==> src/sv/eeu_pkg.sv <==
package eeu_pkg;

   // Transaction modes
   typedef enum logic [1:0] {
      MODE_POST     = 2'd0,
      MODE_WITHDRAW = 2'd1,
      MODE_CHECK    = 2'd2,
      MODE_TAKE     = 2'd3
   } eeu_mode_type;

   localparam int unsigned NUM_LEVELS = 8;
   localparam int unsigned LEVEL_W    = 3;
   localparam int unsigned VEC_W      = 8;
   localparam int unsigned SR_W       = 16;
   localparam int unsigned ADDR_W     = 32;

   // Status register bit positions
   localparam int unsigned SR_T_POS  = 15;
   localparam int unsigned SR_S_POS  = 13;
   localparam int unsigned SR_M_POS  = 12;
   localparam int unsigned SR_I_LSB  = 8;
   localparam int unsigned SR_I_MSB  = 10;

   // Frame format nibble is 4 | SP[1:0]
   localparam logic [1:0] FRAME_FMT_HI = 2'b01;

   // Stack frame size in bytes
   localparam logic [ADDR_W-1:0] FRAME_BYTES = 32'd8;

   // Vectors 0..15 that push the faulting instruction's start address
   localparam logic [15:0] FAULT_PC_MASK = 16'b0100_1101_0001_1100;

   // Captured request
   typedef struct packed {
      eeu_mode_type        mode;
      logic [LEVEL_W-1:0]  level;
      logic [VEC_W-1:0]    vector;
      logic [SR_W-1:0]     status_reg;
      logic [ADDR_W-1:0]   program_counter;
      logic [ADDR_W-1:0]   instruction_start;
      logic [ADDR_W-1:0]   stack_pointer;
   } eeu_req_type;

   // Result
   typedef struct packed {
      logic                taken;
      logic [LEVEL_W-1:0]  taken_level;
      logic [VEC_W-1:0]    taken_vector;
      logic [ADDR_W-1:0]   frame_word;
      logic [ADDR_W-1:0]   pushed_pc;
      logic [ADDR_W-1:0]   new_stack_pointer;
      logic [SR_W-1:0]     new_status_reg;
      logic [ADDR_W-1:0]   handler_fetch_address;
      logic                withdraw_unset;
   } eeu_rsp_type;

endpackage

==> src/sv/exception_entry_unit_core.sv <==
// Channel   Direction  Handshake            Payload
// req_      in         req_valid/req_stall  mode, level, vector, SR, PC, start, SP
// rsp_      out        rsp_valid/rsp_stall  taken .. withdraw_unset
// csr_      in         csr_wr_en            vector_base (32 bits)
//
// One transaction per cycle while no stall holds the flow; each request passes
// through the input register and then the result register.
// Pending levels and their vectors update as a transaction leaves the input
// register, so transactions act on state strictly in order.
// Synchronous reset clears pending levels, vector_base and both valid flags.
// A stalled result holds; the input register keeps accepting until it is full.
module exception_entry_unit_core (
   input  logic                           clock,
   input  logic                           reset,
   input  logic                           req_valid,
   output logic                           req_stall,
   input  logic [1:0]                     req_mode,
   input  logic [eeu_pkg::LEVEL_W-1:0]    req_level,
   input  logic [eeu_pkg::VEC_W-1:0]      req_vector,
   input  logic [eeu_pkg::SR_W-1:0]       req_status_reg,
   input  logic [eeu_pkg::ADDR_W-1:0]     req_program_counter,
   input  logic [eeu_pkg::ADDR_W-1:0]     req_instruction_start,
   input  logic [eeu_pkg::ADDR_W-1:0]     req_stack_pointer,
   output logic                           rsp_valid,
   input  logic                           rsp_stall,
   output logic                           rsp_taken,
   output logic [eeu_pkg::LEVEL_W-1:0]    rsp_taken_level,
   output logic [eeu_pkg::VEC_W-1:0]      rsp_taken_vector,
   output logic [eeu_pkg::ADDR_W-1:0]     rsp_frame_word,
   output logic [eeu_pkg::ADDR_W-1:0]     rsp_pushed_pc,
   output logic [eeu_pkg::ADDR_W-1:0]     rsp_new_stack_pointer,
   output logic [eeu_pkg::SR_W-1:0]       rsp_new_status_reg,
   output logic [eeu_pkg::ADDR_W-1:0]     rsp_handler_fetch_address,
   output logic                           rsp_withdraw_unset,
   input  logic                           csr_wr_en,
   input  logic [eeu_pkg::ADDR_W-1:0]     csr_wr_data
);
   import eeu_pkg::*;

   logic                      in_valid_ff, in_valid_in;
   eeu_req_type               in_req_ff;
   logic                      out_valid_ff, out_valid_in;
   eeu_rsp_type               out_rsp_ff, out_rsp_in;
   logic [ADDR_W-1:0]         vector_base_ff;
   logic [NUM_LEVELS-1:0]     pending_ff, pending_in;
   logic [VEC_W-1:0]          level_vectors_ff [NUM_LEVELS];

   logic                      req_accept;
   logic                      advance;
   logic [LEVEL_W-1:0]        mask;
   logic [NUM_LEVELS-1:0]     eligible;
   logic                      found;
   logic [LEVEL_W-1:0]        pick;
   logic [VEC_W-1:0]          ent_vec;
   logic                      ent_irq;
   logic                      ent_take;
   logic [SR_W-1:0]           ent_sr;

   // Handshake: input register moves on when the result register frees up
   assign advance    = in_valid_ff && (!out_valid_ff || !rsp_stall);
   assign req_stall  = in_valid_ff && !advance;
   assign req_accept = req_valid && !req_stall;

   assign in_valid_in  = req_accept || (in_valid_ff && !advance);
   assign out_valid_in = advance || (out_valid_ff && rsp_stall);

   // Input register and configuration
   always_ff @(posedge clock) begin
      if (reset) begin
         in_valid_ff    <= 1'b0;
         out_valid_ff   <= 1'b0;
         pending_ff     <= '0;
         vector_base_ff <= '0;
      end else begin
         in_valid_ff  <= in_valid_in;
         out_valid_ff <= out_valid_in;
         pending_ff   <= pending_in;
         if (csr_wr_en) begin
            vector_base_ff <= csr_wr_data;
         end
      end
   end

   // Payload registers
   always_ff @(posedge clock) begin
      if (req_accept) begin
         in_req_ff.mode              <= eeu_mode_type'(req_mode);
         in_req_ff.level             <= req_level;
         in_req_ff.vector            <= req_vector;
         in_req_ff.status_reg        <= req_status_reg;
         in_req_ff.program_counter   <= req_program_counter;
         in_req_ff.instruction_start <= req_instruction_start;
         in_req_ff.stack_pointer     <= req_stack_pointer;
      end
      if (advance) begin
         out_rsp_ff <= out_rsp_in;
      end
   end

   // Acknowledge vector store, written on post
   always_ff @(posedge clock) begin
      if (advance && in_req_ff.mode == MODE_POST) begin
         level_vectors_ff[in_req_ff.level] <= in_req_ff.vector;
      end
   end

   // Pending level update
   always_comb begin
      pending_in = pending_ff;
      if (advance) begin
         if (in_req_ff.mode == MODE_POST) begin
            pending_in[in_req_ff.level] = 1'b1;
         end else if (in_req_ff.mode == MODE_WITHDRAW) begin
            pending_in[in_req_ff.level] = 1'b0;
         end
      end
   end

   // Highest pending level above the SR mask
   assign mask = in_req_ff.status_reg[SR_I_MSB:SR_I_LSB];

   always_comb begin
      found = 1'b0;
      pick  = '0;
      for (int i = 0; i < NUM_LEVELS; i++) begin
         eligible[i] = pending_ff[i] && (LEVEL_W'(i) > mask);
         if (eligible[i]) begin
            found = 1'b1;
            pick  = LEVEL_W'(i);
         end
      end
   end

   // Exception entry
   assign ent_irq  = (in_req_ff.mode == MODE_CHECK);
   assign ent_take = (ent_irq && found) || (in_req_ff.mode == MODE_TAKE);
   assign ent_vec  = ent_irq ? level_vectors_ff[pick] : in_req_ff.vector;

   always_comb begin
      ent_sr = in_req_ff.status_reg;
      ent_sr[SR_S_POS] = 1'b1;
      ent_sr[SR_T_POS] = 1'b0;
      if (ent_irq) begin
         ent_sr[SR_M_POS] = 1'b0;
         ent_sr[SR_I_MSB:SR_I_LSB] = pick;
      end
   end

   always_comb begin
      out_rsp_in = '0;
      if (ent_take) begin
         out_rsp_in.taken        = 1'b1;
         out_rsp_in.taken_level  = ent_irq ? pick : '0;
         out_rsp_in.taken_vector = ent_vec;
         out_rsp_in.frame_word   = {FRAME_FMT_HI, in_req_ff.stack_pointer[1:0], 2'b00,
                                    ent_vec, 2'b00, in_req_ff.status_reg};
         out_rsp_in.pushed_pc    = (ent_vec[7:4] == 4'd0 && FAULT_PC_MASK[ent_vec[3:0]])
                                   ? in_req_ff.instruction_start
                                   : in_req_ff.program_counter;
         out_rsp_in.new_stack_pointer     = in_req_ff.stack_pointer - FRAME_BYTES;
         out_rsp_in.new_status_reg        = ent_sr;
         out_rsp_in.handler_fetch_address = vector_base_ff +
                                            {{(ADDR_W-VEC_W-2){1'b0}}, ent_vec, 2'b00};
      end
      if (in_req_ff.mode == MODE_WITHDRAW) begin
         out_rsp_in.withdraw_unset = !pending_ff[in_req_ff.level];
      end
   end

   // Result ports
   assign rsp_valid                 = out_valid_ff;
   assign rsp_taken                 = out_rsp_ff.taken;
   assign rsp_taken_level           = out_rsp_ff.taken_level;
   assign rsp_taken_vector          = out_rsp_ff.taken_vector;
   assign rsp_frame_word            = out_rsp_ff.frame_word;
   assign rsp_pushed_pc             = out_rsp_ff.pushed_pc;
   assign rsp_new_stack_pointer     = out_rsp_ff.new_stack_pointer;
   assign rsp_new_status_reg        = out_rsp_ff.new_status_reg;
   assign rsp_handler_fetch_address = out_rsp_ff.handler_fetch_address;
   assign rsp_withdraw_unset        = out_rsp_ff.withdraw_unset;

`ifndef ASSERT_OFF
   // A taken interrupt level always means a frame was produced
   a_level_implies_taken: assert property (@(posedge clock) disable iff (reset)
      (out_valid_ff && out_rsp_ff.taken_level != '0) |-> out_rsp_ff.taken)
      else $error("interrupt level reported without a frame");

   // Withdraw never produces a frame
   a_withdraw_no_frame: assert property (@(posedge clock) disable iff (reset)
      (out_valid_ff && out_rsp_ff.withdraw_unset) |-> !out_rsp_ff.taken)
      else $error("withdraw result carries a frame");

   // An interrupt taken sits above the old mask and becomes the new mask
   a_irq_mask: assert property (@(posedge clock) disable iff (reset)
      (out_valid_ff && out_rsp_ff.taken_level != '0) |->
         (out_rsp_ff.new_status_reg[SR_I_MSB:SR_I_LSB] == out_rsp_ff.taken_level &&
          out_rsp_ff.frame_word[SR_I_MSB:SR_I_LSB] < out_rsp_ff.taken_level))
      else $error("interrupt mask update inconsistent");
`endif

endmodule

==> config.mk <==
export PLATFORM = sky130hd
export DESIGN_NAME = exception_entry_unit_core
export DESIGN_NICKNAME = d
export VERILOG_FILES = /design/src/sv/eeu_pkg.sv /design/src/sv/exception_entry_unit_core.sv
export SDC_FILE = /design/constraint.sdc
export NUM_CORES = 1
export LEC_CHECK = 0
export BUFFER_PORTS_ARGS = -buffer_cell sky130_fd_sc_hd__buf_2
export CELL_PAD_IN_SITES_DETAIL_PLACEMENT = 1
export CELL_PAD_IN_SITES_GLOBAL_PLACEMENT = 1
export CORE_MARGIN = 10
export CORE_UTILIZATION = 35
export CTS_CLUSTER_DIAMETER = 40
export DETAILED_ROUTE_END_ITERATION = 6
export PLACE_DENSITY_LB_ADDON = 0.1
export SLEW_MARGIN = 20
export SYNTH_ARGS = -nofsm -noshare
export SYNTH_HDL_FRONTEND = slang
export SYNTH_SLANG_ARGS = --single-unit
==> constraint.sdc <==
create_clock -name clock -period 8 [get_ports clock]
set_input_delay 0.4 -clock clock [delete_from_list [all_inputs] [get_ports clock]]
set_output_delay 0.4 -clock clock [all_outputs]
set_load 0.005 [all_outputs]
==> impl_metrics.ini, run 1 <==
[status]
status = completed

[clock_network]
cts-resized-gates = 0
cts_buffers = 61
htreeDepth = 2
clk_pin_slew_ns = 0.06
post-cts-setup-buffer-count = 0
clockBufferDepth = 3
cts_hold_buf = 133
clock-root-buffer = clkbuf_16
cts_tree = done
insertion_delay_ns = 0.61
cts.sinks = 360

[final_layout]
utilization = 0.4729
reg_top3 = in_req_ff: 115 flops, level_vectors_ff: 64 flops
largest_register_ffs = 115
layout-drive-gt1-share = 0.2706
final_cell_mix = edfxtp_1 (318), buf_2 (314), nor2_1 (163)
final_net_count = 1817
regMostFlops = in_req_ff
layout_commonest_cell = edfxtp_1
syn_to_final_growth_pct = 33.86

[routing]
totalWireLength_microns = 48170
antenna_left = 0
drt_iter0_drc = 472
met3WireLength_microns = 2754
drc_errors = 0
met1_length_microns = 19280
drt_pass1_iterations = 4
avgRoutedWirePerCell_microns = 21.01
vias = 11250
routed.top_layer = met5
wl_met2_microns = 24510
vias_per_cell = 4.907

[global_route]
grt.total_usage = 0.1770
grt_start_max_net_pins = 87
grt.overflow.total = 0
first_global_vias = 11960
grt_pass1_wl_microns = 73370
antenna_found_initial = 5

[power]
ir_worst_vdd_v = 0.0001684
p_switching_mw = 1.243
clkPwrFrac = 0.501
p_int_mw = 3.909
sw_frac_of_total = 0.2414
powerDensity_nw_per_um2 = 246.9
p_leak_nw = 7.931
comb_power_share = 0.072
power.total_mw = 5.152
seqPwrFrac = 0.427

[sta]
slew_viol_final = 0
rsz0062_at_grt = false
max_slew_margin = 0.2121
tns_ns = 0
tightest_slew_ns = 1.178
hold_ws_ns = 0.03620
max_freq_ghz = 0.2037
fin_crit_sh = 0.6137
finalClockSkew_ns = 0.02153
hold_violations = 0
setup_violations = 0
fin_crit_ns = 4.909

[critical_path]
crit_path_start = in_req_ff[105]$_DFFE_PP_
critPathRequiredTime_ns = 8.32
crit_end = rsp_handler_fetch_address[25]$_SDFFCE_PN0P_
reg2reg_depth = 17
end_kind = flop
cp-start-kind = flop
crit_fanout = 12
crit_arrival_ns = 5.23
setup.worst_path.class = flop to flop
reg2reg_to = rsp_handler_fetch_address[25]$_SDFFCE_PN0P_
rrSetupSlack_ns = 3.09
rr_startpoint = in_req_ff[105]$_DFFE_PP_

[floorplanning]
fp.dieW_microns = 231.1
dieHeight_microns = 231.1
start_util = 0.3533
coreArea_sq_um = 44120
die_area_sq_um = 53380
rows = 77
io-pin-count = 321

[logic_synthesis]
synth-seq-cells = 360
ys_seq_area_frac = 0.6665
syn-cell-area_sq_um = 15590
synth_edf_count = 318
synth-async-reset-ratio = 0
netlist_instances = 1220
synth_warnings = 0
ys_types = 67
syn_avg_cell_area_sq_um = 12.78
ys.flop_type = edfxtp_1

[placement]
hpwlAfterDp_microns = 32130
gp_congestion = 0.8314
portBuffers = 314

[min_path]
hp-class = primary input to flop

[job]
cap_violations = 0
metrics by stage:
stage	cell area (sq um)	worst slack (ns)	instances
floorplan	15610	1.243	1225
global placement	17460	2.910	2040
detailed placement	17460	2.752	2040
finish	20870	3.091	2293
global route	20860	2.535	2291
CTS	20850	2.735	2288
worst min-delay path by stage:
| stage | start | end | slack [ns] | cells past startpoint |
|---|---|---|---|---|
| floorplan | in_valid_ff$_SDFF_PP0_ | rsp_valid$_SDFF_PP0_ | 0.45 | 2 |
| CTS | csr_wr_data[2] | vector_base_ff[2]$_SDFFE_PP0P_ | 0.00006 | 3 |
| finish | csr_wr_data[10] | vector_base_ff[10]$_SDFFE_PP0P_ | 0.04 | 3 |
| detailed placement | in_valid_ff$_SDFF_PP0_ | rsp_valid$_SDFF_PP0_ | 0.48 | 2 |
| global placement | vector_base_ff[1]$_SDFFE_PP0P_ | vector_base_ff[1]$_SDFFE_PP0P_ | 0.47 | 2 |
| global route | csr_wr_data[18] | vector_base_ff[18]$_SDFFE_PP0P_ | 0.02 | 3 |
power groups by stage:
stage               Sequential, mW  Clock (mW)  Combinational [mW]
floorplan                     2.23           0               0.181
global placement              2.24           0               0.322
detailed placement            2.24           0               0.326
CTS                           2.20        2.64               0.379
global route                  2.21        2.72               0.412
finish                        2.20        2.58               0.371
cell usage after synthesis, types with 7 or more instances:
library cell,number,area [sq um]
a21oi_1,21,105.1
nand4_1,37,231.5
nand2_1,68,255.2
a221oi_1,8,70.07
nor3_1,24,120.1
o21ai_0,15,75.07
buf_4,33,247.7
ha_1,10,125.1
or3_1,7,43.79
inv_1,15,56.30
nor4_1,10,62.56
buf_2,10,50.05
edfxtp_1,318,9549
dfxtp_1,42,840.8
o211ai_1,9,67.56
xor2_1,25,219.0
clkbuf_1,47,176.4
mux2i_1,70,700.7
nand3_1,85,425.4
nor2_1,163,611.8
and3_1,13,81.33
xnor2_1,26,227.7
and2_1,69,431.7
kinds of logic after synthesis:
kind of cell    after synthesis  synth area share
simple gates                505            0.1600
mux                          73           0.04855
compound gates              101           0.04607
buf+inv                     118           0.04077
flops                       360            0.6665
xor+xnor                     51           0.02865
other cells                   1         0.0002405
fa+ha+maj                    11          0.009310
layout make-up:
type | instances | area (sq um)
Multi-Input combinational cell | 747 | 4608
Antenna cell | 5 | 12.51
Timing Repair Buffer | 458 | 2985
Fill cell | 4662 | 23260
Clock buffer | 73 | 1653
Sequential cell | 360 | 10390
Tap cell | 592 | 740.7
Inverter | 16 | 66.31
Clock inverter | 42 | 412.9
worst max-delay path, cell delays in order, from the launching register on:
cell and delay, ns:
edfxtp_1 0.58, a21boi_1 0.17, o21ai_1 0.65, nand2_1 0.38, mux2i_1 0.26, o221ai_1 0.23, nand2_1 0.16, inv_1 0.07
ha_1 0.30, nand3_1 0.11, a21boi_0 0.23, o21ai_0 0.14, a21oi_1 0.20, o21ai_0 0.15, a21boi_2 0.55, o2111ai_1 0.20
xor2_1 0.18, nor2_1 0.06
layer usage:
layer,vias to the layer above,GRT usage
met5,-,0
li1,5305,-
met4,2,0.07215
met2,287,0.3066
met3,91,0.04495
met1,5566,0.2059
Power figures use the tool's default switching activity.
==> run 2, diff against run 1 <==
--- a/config.mk
+++ b/config.mk
@@ -5,6 +5,7 @@
 export SDC_FILE = /design/constraint.sdc
 export NUM_CORES = 1
 export LEC_CHECK = 0
+export ABC_AREA = 1
 export BUFFER_PORTS_ARGS = -buffer_cell sky130_fd_sc_hd__buf_2
 export CELL_PAD_IN_SITES_DETAIL_PLACEMENT = 1
 export CELL_PAD_IN_SITES_GLOBAL_PLACEMENT = 1
==> constraint.sdc (replaced) <==
create_clock -name clock -period 5.09 [get_ports clock]
set_input_delay 0.2545 -clock clock [delete_from_list [all_inputs] [get_ports clock]]
set_output_delay 0.2545 -clock clock [all_outputs]
set_load 0.005 [all_outputs]
==> impl_metrics.ini, run 2 <==
[global_route]
grt.overflow.total = 0
antenna_found_initial = 4
grt.total_usage = 0.1788
grt_start_max_net_pins = 96
grt_pass1_wl_microns = 73650
first_global_vias = 12510

[critical_path]
slowest_delay_ns = 0.49
setup.worst_path.class = flop to flop
cp_slowest_cell = edfxtp_1
reg2reg_depth = 29
critPathRequiredTime_ns = 5.45
cp-start-kind = flop
cp_common_cell = nand2_1
crit_arrival_ns = 4.82
crit_fanout = 33
end_kind = flop

[sta]
setup_ws_ns = 0.6282
tns_ns = 0
max_slew_margin = 0.2862
max_freq_ghz = 0.2241
hold_ws_ns = 0.1034
tightest_slew_ns = 1.067
rsz0062_at_grt = false
finalClockSkew_ns = 0.02169
hold_violations = 0
fin_crit_ns = 4.462
fin_crit_sh = 0.8766
setup_violations = 0
slew_viol_final = 0

[final_layout]
final_cell_mix = edfxtp_1 (318), buf_2 (314), nand2_1 (261)
reg_top3 = in_req_ff: 115 flops, level_vectors_ff: 64 flops
layout-drive-gt1-share = 0.2520
largest_register_ffs = 115
final_cell_area_sq_um = 21040
syn_to_final_growth_pct = 38.24
layout_commonest_cell = edfxtp_1
final_net_count = 2026
fillers = 4736
regMostFlops = in_req_ff

[logic_synthesis]
synth_simple_gate_area_share = 0.1578
syn_avg_cell_area_sq_um = 11.08
synth-async-reset-ratio = 0
syn-cell-area_sq_um = 15220
post_synth_fa_ha_maj_area_fraction = 0.009537
synth_compound_area_frac = 0.05188
synth_warnings = 0
synth_top_cells_by_count = edfxtp_1 (318), nand2_1 (261), inv_1 (201), nor2_1 (131), nand3_1 (116)
synth-seq-cells = 360
synth_edf_count = 318
synth_top_area_share = 0.6275
ys_types = 47
yosysTopAreaCell = edfxtp_1
synthTopCellsByArea = edfxtp_1 (63%), nand2_1 (6.4%), dfxtp_1 (5.5%)
synth_xor_area_frac = 0.01381
ys.flop_type = edfxtp_1
yosysMostFrequentCell = edfxtp_1
netlist_instances = 1374
ys_seq_area_frac = 0.6827
synthMuxAreaShare = 0
synth_top_family_by_area = simple AND/OR/NAND/NOR gates

[min_path]
hp-class = primary input to flop
worstHoldPathCells = 3

[routing]
vias_per_cell = 4.606
drt_iter0_drc = 583
drc_errors = 0
totalWireLength_microns = 47440
antenna_left = 0
drt_pass1_iterations = 4
vias = 11480
avgRoutedWirePerCell_microns = 19.03

[clock_network]
insertion_delay_ns = 0.60
cts.sinks = 360
post-cts-setup-buffer-count = 0
htreeDepth = 2
cts_buffers = 60
cts_tree = done
clock-root-buffer = clkbuf_16
clockBufferDepth = 3
clk_pin_slew_ns = 0.06

[placement]
placed_cell_area_sq_um = 17190
gp_congestion = 0.8341
hpwlAfterDp_microns = 32180
preCtsSetupSlack_ns = 0.3911
portBuffers = 314

[floorplanning]
dieHeight_microns = 228.5
rows = 76
die_area_sq_um = 52220
fp.dieW_microns = 228.5
coreArea_sq_um = 43080
start_util = 0.3533
io-pin-count = 321

[power]
ir_worst_vdd_v = 0.0003497
powerDensity_nw_per_um2 = 403.8
power.total_mw = 8.496
p_leak_nw = 9.103

[job]
cap_violations = 0

[status]
status = completed
[run 2: cell types whose count changed after synthesis, moves of 26 or more]
cell      change
inv_1       +186
clkbuf_1     -26
nand2_1     +193
and2_1       -67
nand3_1      +31
a21oi_1      +54
nor2_1       -32
nand4_1      -30
mux2i_1      -70
[run 2: kinds of logic (layout without fill, tap and decap cells)]
group           Yosys count  count (layout)
fa+ha+maj                11              11
other cells               1               9
xor+xnor                 24              24
buf+inv                 282             808
simple gates            561             561
compound gates          135             135
flops                   360             360
[run 2: per-layer routing]
metal	global-route usage	share of wire
met5	0	0.00015
met4	0.04853	0.020
met3	0.04741	0.054
met2	0.3097	0.50
met1	0.2152	0.43
[run 2: final timing paths]
| kind | start | end | slack (ns) |
|---|---|---|---|
| min | csr_wr_en | vector_base_ff[27]$_SDFFE_PP0P_ | 0.10 |
| min reg2reg | vector_base_ff[1]$_SDFFE_PP0P_ | vector_base_ff[1]$_SDFFE_PP0P_ | 0.47 |
| max reg2reg | in_req_ff[106]$_DFFE_PP_ | rsp_handler_fetch_address[27]$_SDFFCE_PN0P_ | 0.63 |
| max | in_req_ff[106]$_DFFE_PP_ | rsp_handler_fetch_address[27]$_SDFFCE_PN0P_ | 0.63 |
[run 2: report_power, final]
part / internal, mW / leakage (nW) / switching [mW]
combinational: 0.245 / 4.59 / 0.341
sequential: 3.36 / 3.43 / 0.0644
clock: 2.94 / 1.09 / 1.55
[run 2: critical path, delay by kind of cell (launching register included)]
family	cells	cell delay [ns]
AOI/OAI and AO/OA	3	0.41
xor gates and xnor gates	1	0.15
adders and majority gates	1	0.35
buffers and inverters	5	0.41
DFF	1	0.49
and+or+nand+nor	19	2.39
[run 2: stage by stage]
step / std cells / utilization
CTS: 2490 / 0.4879
detailed placement: 2217 / 0.3990
floorplan: 1379 / -
finish: 2493 / 0.4884
global placement: 2217 / 0.3990
global route: 2493 / 0.4884
[run 2: what timing repair did]
| action | 4_1_cts | 5_1_grt |
|---|---|---|
| endpoints found under the hold margin | 159 | 0 |
| hold buffers | 159 | 0 |
| setup endpoints to repair | 0 | 4 |
| gates resized for setup | 0 | 3 |
[run 2: final cells by class]
| cell class | instances | area, sq um | share of cell area |
|---|---|---|---|
| antenna | 3 | 7.507 | 0.0003568 |
| multi-input combinational | 737 | 3603 | 0.1713 |
| timing repair buffer | 485 | 3266 | 0.1552 |
| sequential | 360 | 10390 | 0.4939 |
| tap | 585 | 732.0 | 0.03479 |
| clock inverter | 51 | 706.9 | 0.03360 |
| clock buffer | 63 | 1534 | 0.07292 |
| inverter | 209 | 798.3 | 0.03794 |
==> run 3, diff against run 2 <==
--- a/config.mk
+++ b/config.mk
@@ -11,7 +11,7 @@
 export CELL_PAD_IN_SITES_GLOBAL_PLACEMENT = 1
 export CORE_MARGIN = 10
 export CORE_UTILIZATION = 35
-export CTS_CLUSTER_DIAMETER = 40
+export CTS_CLUSTER_DIAMETER = 60
 export DETAILED_ROUTE_END_ITERATION = 6
 export PLACE_DENSITY_LB_ADDON = 0.1
 export SLEW_MARGIN = 20
==> constraint.sdc (replaced) <==
create_clock -name clock -period 3.7 [get_ports clock]
set_input_delay 0.185 -clock clock [delete_from_list [all_inputs] [get_ports clock]]
set_output_delay 0.185 -clock clock [all_outputs]
set_load 0.005 [all_outputs]
==> impl_metrics.ini, run 3 (same netlist as run 2, synthesis figures left out) <==
[placement]
gp_congestion = 0.8337
hpwlAfterDp_microns = 32630
preCtsSetupSlack_ns = -0.4004
placed_cell_area_sq_um = 17770
place_inst = 2288
portBuffers = 314

[final_layout]
regMostFlops = in_req_ff
ff_latch_area_sq_um = 10390
multi_input_area_sq_um = 3946
layout_commonest_cell = edfxtp_1
layout-drive-gt1-share = 0.2953
largest_register_ffs = 115
final_cells = 2551
syn_to_final_growth_pct = 40.38
final_cell_area_sq_um = 21360
reg_top3 = in_req_ff: 115 flops, level_vectors_ff: 64 flops
final_net_count = 2102
fillers = 4723
final_cell_mix = edfxtp_1 (318), buf_2 (314), nand2_1 (249)

[critical_path]
crit_fanout = 6
crit_arrival_ns = 4.16
setup.worst_path.class = flop to flop
end_kind = flop
critPathRequiredTime_ns = 4.02
cp-start-kind = flop

[power]
ir_worst_vdd_v = 0.0003969
p_leak_nw = 9.258
p_switching_mw = 2.322
power.total_mw = 9.884
clkPwrFrac = 0.432
seqPwrFrac = 0.476
comb_power_share = 0.092
powerDensity_nw_per_um2 = 462.7
sw_frac_of_total = 0.2349
p_int_mw = 7.562

[sta]
fin_crit_sh = 1.037
max_freq_ghz = 0.2607
hold_violations = 0
tns_ns = -0.4184
finalClockSkew_ns = 0.02100
fin_crit_ns = 3.836
max_slew_margin = 0.3016
setup_ws_ns = -0.1362
slew_viol_final = 0
setup_violations = 7
tightest_slew_ns = 1.044
rsz0062_at_grt = true

[routing]
drc_errors = 0
vias_per_cell = 4.591
avgRoutedWirePerCell_microns = 18.80
drt_pass1_iterations = 4
vias = 11710
antenna_left = 0
totalWireLength_microns = 47970
drt_iter0_drc = 736

[clock_network]
clock-root-buffer = clkbuf_16
htreeDepth = 2
clockBufferDepth = 3
cts_tree = done
clk_pin_slew_ns = 0.06
cts_buffers = 44
cts.sinks = 360
insertion_delay_ns = 0.57

[floorplanning]
die_area_sq_um = 52220
dieHeight_microns = 228.5
start_util = 0.3533
fp.dieW_microns = 228.5
rows = 76
coreArea_sq_um = 43080
io-pin-count = 321

[global_route]
first_global_vias = 12880
grt_pass1_wl_microns = 74050
antenna_found_initial = 4
grt_start_max_net_pins = 111
grt.overflow.total = 0
grt.total_usage = 0.1805

[status]
status = complete, but fails checks
violations = negative setup slack

[job]
cap_violations = 0

[min_path]
hp-class = primary input to flop
-- run 3: final timing paths --
kind,slack (ns),endpoint,depth (start not counted),start
setup / recovery,-0.14,rsp_handler_fetch_address[27]$_SDFFCE_PN0P_,26,in_req_ff[106]$_DFFE_PP_
hold / removal,0.07,vector_base_ff[22]$_SDFFE_PP0P_,3,csr_wr_en
setup reg to reg,-0.14,rsp_handler_fetch_address[27]$_SDFFCE_PN0P_,26,in_req_ff[106]$_DFFE_PP_
hold reg to reg,0.47,vector_base_ff[1]$_SDFFE_PP0P_,2,vector_base_ff[1]$_SDFFE_PP0P_
-- run 3: final cells by class --
| type | instances | share of cell area |
|---|---|---|
| clock inverter | 27 | 0.01195 |
| timing repair inverter | 1 | 0.0007614 |
| timing repair buffer | 575 | 0.1887 |
| antenna | 2 | 0.0002343 |
| tap | 585 | 0.03426 |
| multi-input combinational | 738 | 0.1847 |
| clock buffer | 54 | 0.05476 |
| inverter | 209 | 0.03825 |
| sequential | 360 | 0.4864 |
-- run 3: per-stage QoR --
step                      hold WS, ns    util
after global routing          0.08272  0.4959
after floorplan                0.2839       -
after global placement         0.3615  0.4125
after CTS                     0.03996  0.4898
after detailed placement       0.3633  0.4125
final                         0.06666  0.4959
-- run 3: per-layer routing --
metal  vias to the layer above  wire, microns  track usage
met1                      5710          20160       0.2136
li1                       5667              -            -
met4                         4           1334      0.06415
met5                         -             20            0
met3                        77           2331      0.03934
met2                       253          24120       0.3167
-- run 3: what timing repair did --
item                                    4_1_cts  5_1_grt
hold endpoints to repair                    159        0
hold buffers                                159        0
cloned                                        2        0
endpoints found under the setup margin       18       18
gates resized for setup                      54       43
pin swaps                                     7       25
setup buffers                                 9       10
-- run 3: worst max-delay path, cell delays in order, from the launching register on --
cell,delay [ns]
edfxtp_1,0.48
buf_6,0.14
nand2_4,0.06
o21ai_4,0.25
nand2_2,0.11
clkinv_4,0.10
nand2_4,0.10
inv_6,0.09
nor2_2,0.06
buf_4,0.17
nand3_2,0.10
nand3_4,0.11
ha_4,0.30
nand3_2,0.10
nand2_2,0.13
a21oi_2,0.07
nor2_1,0.10
inv_1,0.07
a21oi_2,0.17
inv_2,0.07
nor2_4,0.12
nand2_4,0.08
nor3_4,0.23
nand3_1,0.12
xnor2_1,0.13
nand2_1,0.06
inv_1,0.04
-- run 3: power groups by stage --
stage,combinational [mW],clock [mW],sequential [mW]
after floorplan,0.380,0,4.78
after global placement,0.722,0,4.78
after detailed placement,0.737,0,4.79
after CTS,0.906,4.39,4.71
after global routing,1.01,4.55,4.72
final,0.909,4.27,4.71
